===== config.mk =====
export PLATFORM = sky130hd
export DESIGN_NAME = v3alu_isqrt
export DESIGN_NICKNAME = d
export VERILOG_FILES = /design/src/hdl/v3alu_pkg.sv /design/src/hdl/v3alu_isqrt.sv
export SDC_FILE = /design/constraint.sdc
export NUM_CORES = 2
export LEC_CHECK = 0
export ABC_CLOCK_PERIOD_IN_PS = 5910
export BUFFER_PORTS_ARGS = -buffer_cell sky130_fd_sc_hd__buf_2
export CELL_PAD_IN_SITES_DETAIL_PLACEMENT = 1
export CELL_PAD_IN_SITES_GLOBAL_PLACEMENT = 1
export CORE_ASPECT_RATIO = 0.6
export CORE_MARGIN = 2
export CORE_UTILIZATION = 45
export CTS_BUF_LIST = sky130_fd_sc_hd__clkbuf_2 sky130_fd_sc_hd__clkbuf_4 sky130_fd_sc_hd__clkbuf_8
export DETAILED_ROUTE_END_ITERATION = 8
export GPL_TIMING_DRIVEN = 0
export HOLD_SLACK_MARGIN = 0.1
export PLACE_DENSITY_LB_ADDON = 0.1
export SLEW_MARGIN = 25
export SYNTH_ARGS = -nofsm -noshare
export SYNTH_HDL_FRONTEND = slang
export SYNTH_SLANG_ARGS = --single-unit

===== constraint.sdc =====
create_clock -name clock -period 5.91 [get_ports clock]
set_input_delay 1.773 -clock clock [delete_from_list [all_inputs] [get_ports clock]]
set_output_delay 1.773 -clock clock [all_outputs]
set_load 0.03 [all_outputs]

===== src/hdl/v3alu_pkg.sv =====
// ----------------------------------------------------------------------------
// v3alu_pkg: shared types and constants of the vector ALU
// Format constants, operation codes, stage counts and the saturation helper.
// ----------------------------------------------------------------------------
package v3alu_pkg;

   localparam int WORD_BITS   = 32;
   localparam int FRAC_BITS   = 16;
   localparam int OPD_BITS    = WORD_BITS + 1;        // multiplier operand
   localparam int PROD_BITS   = 2 * OPD_BITS;         // one product
   localparam int LANE_BITS   = PROD_BITS + 1;        // sum of two products
   localparam int SUM_BITS    = PROD_BITS + 2;        // sum of three lanes
   localparam int RAD_BITS    = 2 * WORD_BITS;        // square-sum radicand
   localparam int ROOT_BITS   = WORD_BITS;
   localparam int SQRT_STAGES = ROOT_BITS / 2;        // two root bits a stage
   localparam int NUM_BITS    = WORD_BITS + FRAC_BITS;
   localparam int DIV_STAGES  = NUM_BITS / 2;         // two quotient bits a stage

   localparam logic signed [SUM_BITS-1:0] SAT_MAX =
      (SUM_BITS'(1) <<< (WORD_BITS - 1)) - SUM_BITS'(1);
   localparam logic signed [SUM_BITS-1:0] SAT_MIN = -SAT_MAX - SUM_BITS'(1);
   localparam logic [WORD_BITS-1:0] WORD_MAX = {1'b0, {(WORD_BITS-1){1'b1}}};
   localparam logic [WORD_BITS-1:0] WORD_MIN = {1'b1, {(WORD_BITS-1){1'b0}}};

   typedef logic signed [WORD_BITS-1:0] word_type;

   typedef enum logic [3:0] {
      OP_ADD   = 4'd0,
      OP_SUB   = 4'd1,
      OP_MUL   = 4'd2,
      OP_DIV   = 4'd3,
      OP_SADD  = 4'd4,
      OP_SMUL  = 4'd5,
      OP_DOT   = 4'd6,
      OP_CROSS = 4'd7,
      OP_LEN   = 4'd8,
      OP_DIST  = 4'd9,
      OP_NORM  = 4'd10,
      OP_INV   = 4'd11,
      OP_LERP  = 4'd12
   } op_type;

   // beat state carried alongside the square root
   typedef struct packed {
      op_type                         act;
      logic [2:0][WORD_BITS-1:0]      r;
      logic [WORD_BITS-1:0]           so;
      logic                           st;
      logic [2:0][WORD_BITS-1:0]      a;
      logic [2:0][WORD_BITS-1:0]      b;
   } side_type;

   // beat state carried alongside the dividers
   typedef struct packed {
      op_type                         act;
      logic [2:0][WORD_BITS-1:0]      r;
      logic [WORD_BITS-1:0]           so;
      logic                           st;
      logic                           dz;
      logic [2:0]                     neg;
      logic [2:0]                     dzero;
      logic [2:0]                     dzneg;
      logic                           lzero;
   } fin_type;

   // clamp to the word range; top bit of the result is the clamp flag
   function automatic logic [WORD_BITS:0] sat_word(input logic signed [SUM_BITS-1:0] v);
      logic [WORD_BITS:0] res;
      if (v > SAT_MAX) begin
         res = {1'b1, WORD_MAX};
      end else if (v < SAT_MIN) begin
         res = {1'b1, WORD_MIN};
      end else begin
         res = {1'b0, v[WORD_BITS-1:0]};
      end
      return res;
   endfunction

endpackage


===== src/hdl/v3alu_isqrt.sv =====
// ----------------------------------------------------------------------------
// v3alu_isqrt: pipelined integer square root
// Floor of the square root of an unsigned radicand, two root bits per stage.
// ----------------------------------------------------------------------------
module v3alu_isqrt (
   input  logic                               clock,
   input  logic [v3alu_pkg::RAD_BITS-1:0]     radicand,
   output logic [v3alu_pkg::ROOT_BITS-1:0]    root
);

   localparam int RB   = v3alu_pkg::ROOT_BITS;
   localparam int RAD  = v3alu_pkg::RAD_BITS;
   localparam int REMB = RB + 4;
   localparam int NST  = v3alu_pkg::SQRT_STAGES;

   logic [RAD-1:0]  rad_ff  [NST];
   logic [REMB-1:0] rem_ff  [NST];
   logic [RB-1:0]   root_ff [NST];

   for (genvar g = 0; g < NST; g++) begin : g_stage
      logic [RAD-1:0]  rad_p;
      logic [REMB-1:0] rem_p;
      logic [RB-1:0]   root_p;
      logic [RAD-1:0]  rad_in;
      logic [REMB-1:0] rem_in;
      logic [RB-1:0]   root_in;

      if (g == 0) begin : g_first
         assign rad_p  = radicand;
         assign rem_p  = '0;
         assign root_p = '0;
      end else begin : g_next
         assign rad_p  = rad_ff[g-1];
         assign rem_p  = rem_ff[g-1];
         assign root_p = root_ff[g-1];
      end

      always_comb begin
         logic [RAD-1:0]  sv;
         logic [REMB-1:0] rv;
         logic [REMB-1:0] tv;
         logic [RB-1:0]   qv;
         sv = rad_p;
         rv = rem_p;
         qv = root_p;
         for (int i = 0; i < 2; i++) begin
            // bring down two radicand bits, try root*4+1
            rv = {rv[REMB-3:0], sv[RAD-1 -: 2]};
            sv = {sv[RAD-3:0], 2'b00};
            tv = {2'b00, qv, 2'b01};
            if (rv >= tv) begin
               rv = rv - tv;
               qv = {qv[RB-2:0], 1'b1};
            end else begin
               qv = {qv[RB-2:0], 1'b0};
            end
         end
         rad_in  = sv;
         rem_in  = rv;
         root_in = qv;
      end

      always_ff @(posedge clock) begin
         rad_ff[g]  <= rad_in;
         rem_ff[g]  <= rem_in;
         root_ff[g] <= root_in;
      end
   end

   assign root = root_ff[NST-1];

endmodule


==> impl_metrics.env <==
export IMPL_run_status="complete, but fails checks"
export IMPL_failing_checks="setup timing"
export IMPL_remaining_drc_errors=0
export IMPL_final_slew_viol_count=0
export IMPL_synth_mux_area_fraction_pct=1.936
export IMPL_synth_xor_xnor_area_share_pct=9.563
export IMPL_finalHoldViolations=0
export IMPL_rsz0062_at_grt="true"
export IMPL_syn2layout_area_growth_pct=25.25
export IMPL_cellPowerDensity_nw_per_um2=375.1
export IMPL_most_used_flip_flop_cell_after_synthesis="sky130_fd_sc_hd__dfxtp_1"
export IMPL_yosys_cell_count_top_type="sky130_fd_sc_hd__dfxtp_1"
export IMPL_fin_worst_skew_ns=0.08485
export IMPL_worst_path_max_fanout=8
export IMPL_layout_min_cycle_time_ns=6.958
export IMPL_gp_routability_congestion=1.028
export IMPL_finalWirelength_um=288000
export IMPL_io_buffer_count=96
export IMPL_setup_worst_path_start_class="flop"
export IMPL_ios=97
export IMPL_number_of_global_route_vias_before_repair=62725
export IMPL_final_design_area_no_fill_um2=86150
export IMPL_die_width_um=508.7
export IMPL_synth_top_area_cell="sky130_fd_sc_hd__dfxtp_1"
export IMPL_dp_hpwl_um=217400
export IMPL_die_span_y_um=306.8
export IMPL_fin_ws_ns=-1.048
export IMPL_initial_utilization_pct=45.19
export IMPL_post_synth_and_or_nand_nor_area_fraction_pct=18.49
export IMPL_wp_data_arrival_ns=7.88
export IMPL_timing_max_slew_rel_slack_pct=27.98
export IMPL_grt_use_total_pct=34.75
export IMPL_async_flop_share_pct=0
export IMPL_synth_common_cells="1239 x sky130_fd_sc_hd__dfxtp_1, 646 x sky130_fd_sc_hd__nand2_1, 618 x sky130_fd_sc_hd__nor2_1"
export IMPL_die_area_um2=156100
export IMPL_critical_path_required_ns=6.83
export IMPL_leakage_nw=38.23
export IMPL_overflow=0
export IMPL_yosysWarningCount=0
export IMPL_cap_viol_max_count=0
export IMPL_worst_ir_drop_vdd_mv=0.3022
export IMPL_first_pass_grt_wire_length_um=410800
export IMPL_final_period_util_pct=117.7
export IMPL_cts_tree="built"
export IMPL_clk_insertion_delay_late_ns=1.03
export IMPL_drt_first_pass_iters=6
export IMPL_synth_top_family_by_area="compound AO/OA/AOI/OAI gates"
export IMPL_cts_htree_levels=4
export IMPL_post_dp_cell_area_um2=71990
export IMPL_post_drt_wl_per_cell_um=26.45
export IMPL_setup_violations_final=72
export IMPL_max_freq_ghz=0.1437
export IMPL_compound_cell_area_share_of_the_yosys_netlist_pct=19.81
export IMPL_yosys_cell_types_count=101
export IMPL_nets_finish=9321
export IMPL_core_rowCount=111
export IMPL_synth_largest_type_area_fraction_pct=36.06
export IMPL_place_detailed_instances=10181
export IMPL_worst_path_class_setup="reg2reg"
export IMPL_fp_coreArea_um2=152200
export IMPL_crit_path_end_kind="flop"
export IMPL_post_synth_fa_ha_maj_area_fraction_pct=10.15
export IMPL_syn_inst=8042
export IMPL_worst_slew_pin_slew_ns=1.069
export IMPL_fin_setup_tns_ns=-35.71
export IMPL_via_per_inst=6.062
export IMPL_yosysSeqAreaShare_pct=36.06
export IMPL_clockBufferDepth=3
export IMPL_synthesis_area_per_instance_um2=8.553
export IMPL_synth_edff_count=0
export IMPL_vias=66014
export IMPL_largest_net_degree_at_the_start_of_global_routing=20
export IMPL_route_antenna_remaining_nets=0
export IMPL_number_of_antenna_violations_at_the_first_check_in_global_routing=16
export IMPL_cts_buffers_inserted=182
export IMPL_cts_num_sinks=1239
export IMPL_synth_area_um2=68780
export IMPL_hold_removal_path_class="reg2reg"
export IMPL_layoutNonFillerInstCount=10889
export IMPL_ys_ff_latch=1239
export IMPL_setup_reg_to_reg_worst_slack_ns=-1.05
export IMPL_synthTopCellsByArea="sky130_fd_sc_hd__dfxtp_1 36%, sky130_fd_sc_hd__ha_1 10%, sky130_fd_sc_hd__xnor2_1 6.0%"
export IMPL_layout_drive_gt1_share_pct=22.78
export IMPL_cts_root_buffer="sky130_fd_sc_hd__clkbuf_8"
export IMPL_worst_setup_hold_path_clk_slew_ns=0.07
export IMPL_drt_initial_drc_count=6841
-- final cells by class --
type / instances / area (µm²)
fill: 17402 / 66070
multi-input combinational: 6084 / 46510
sequential: 1239 / 24960
timing repair buffer: 536 / 4187
clock buffer: 270 / 3497
tap: 2034 / 2545
inverter: 507 / 2014
buffer: 147 / 1454
clock inverter: 63 / 947.2
antenna: 8 / 20.02
timing repair inverter: 1 / 8.758
-- flip-flops by register name (all words and copies together) (netlist names) --
register  flops
rem_ff      487
rad_ff      480
root_ff     272
-- worst max-delay path, stage by stage (launching register included) --
cell and delay (ns):
sky130_fd_sc_hd__dfxtp_1 0.37, sky130_fd_sc_hd__inv_2 0.09, sky130_fd_sc_hd__ha_4 0.35, sky130_fd_sc_hd__nand2_4 0.08, sky130_fd_sc_hd__nor3_4 0.30, sky130_fd_sc_hd__nand4_1 0.57, sky130_fd_sc_hd__nand4_1 0.34, sky130_fd_sc_hd__buf_6 0.23
sky130_fd_sc_hd__or2_4 0.24, sky130_fd_sc_hd__clkbuf_16 0.23, sky130_fd_sc_hd__clkbuf_16 0.21, sky130_fd_sc_hd__a21oi_4 0.09, sky130_fd_sc_hd__ha_4 0.31, sky130_fd_sc_hd__and4_4 0.25, sky130_fd_sc_hd__and3_4 0.21, sky130_fd_sc_hd__and3_4 0.23
sky130_fd_sc_hd__nand2_4 0.06, sky130_fd_sc_hd__nor2_4 0.25, sky130_fd_sc_hd__nand4_1 0.86, sky130_fd_sc_hd__nand2_2 0.44, sky130_fd_sc_hd__a311oi_4 0.14, sky130_fd_sc_hd__buf_6 0.22, sky130_fd_sc_hd__nand2_8 0.12, sky130_fd_sc_hd__clkbuf_16 0.24
sky130_fd_sc_hd__buf_4 0.14, sky130_fd_sc_hd__buf_8 0.14, sky130_fd_sc_hd__buf_6 0.11
-- what timing repair did --
action                                 4_1_cts  5_1_grt
gates cloned                                10        6
gates resized for setup                    976      604
hold buffers                                 0        0
setup endpoints to repair                  420      449
pin swaps                                  177      267
buffers inserted                           191      230
endpoints found under the hold margin        0        0
-- layout by cell type, fill, tap and decap left out, types with 67 or more instances in the layout --
master                        n
sky130_fd_sc_hd__inv_1      441
sky130_fd_sc_hd__dfxtp_2     67
sky130_fd_sc_hd__a21o_1     263
sky130_fd_sc_hd__clkbuf_8   247
sky130_fd_sc_hd__nor3_1     195
sky130_fd_sc_hd__a21oi_1    507
sky130_fd_sc_hd__mux2_2      87
sky130_fd_sc_hd__nor4_1      73
sky130_fd_sc_hd__nand2b_1    90
sky130_fd_sc_hd__o21bai_1    78
sky130_fd_sc_hd__xnor2_1    458
sky130_fd_sc_hd__nand3_1    177
sky130_fd_sc_hd__buf_4      397
sky130_fd_sc_hd__a21oi_2     85
sky130_fd_sc_hd__dfxtp_1   1152
sky130_fd_sc_hd__buf_2      115
sky130_fd_sc_hd__nand4_1    129
sky130_fd_sc_hd__o21ai_0    329
sky130_fd_sc_hd__nor2_1     568
sky130_fd_sc_hd__or3_1       92
sky130_fd_sc_hd__nor2b_1     81
sky130_fd_sc_hd__ha_1       397
sky130_fd_sc_hd__o21a_1      86
sky130_fd_sc_hd__xor2_1     278
sky130_fd_sc_hd__ha_4       114
sky130_fd_sc_hd__nand2_1    622
-- where the power goes --
part,switching (mW),total (mW),internal [mW],leakage [nW]
Clock,3.86,8.34,4.47,2.30
Sequential,1.50,11.2,9.75,10.3
Combinational,7.69,12.7,5.04,25.6
Total,13.1,32.3,19.3,38.2
-- through the flow --
step	power [mW]	setup slack, ns	utilization, %	hold WS, ns
floorplan	17.95	0.04511	-	0.3096
global placement	21.10	-6.489	47.18	0.3097
detailed placement	21.48	-5.469	47.29	0.3132
CTS	30.88	-0.2371	53.82	0.2934
global route	33.79	-0.8587	56.59	0.2887
finish	32.31	-1.048	56.59	0.2876
-- path summary, 6_finish.rpt --
check	start	endpoint	cells after the start
min reg2reg	rad_ff[1][44]$_DFF_P_	rad_ff[1][108]$_DFF_P_	0
min	rad_ff[1][44]$_DFF_P_	rad_ff[1][108]$_DFF_P_	0
max reg2reg	root_ff[1][146]$_DFF_P_	root_ff[1][160]$_DFF_P_	26
max	root_ff[1][146]$_DFF_P_	root_ff[1][160]$_DFF_P_	26
-- logic make-up after synthesis --
logic type                 count (synthesis)
and+or+nand+nor                         2549
AOI/OAI and AO/OA                       2102
DFF                                     1239
xor gates and xnor gates                 751
buffers and inverters                    721
adders and majority gates                558
muxes                                    121
other                                      1
-- metal layers --
metal | up-vias | wire length [µm] | track usage (%)
met3 | 300 | 43520 | 17.43
met1 | 32724 | 142700 | 55.91
li1 | 30053 | - | -
met5 | - | 207 | 0
met2 | 2925 | 98060 | 39.19
met4 | 12 | 3524 | 5.184
Power figures use the tool's default switching activity.
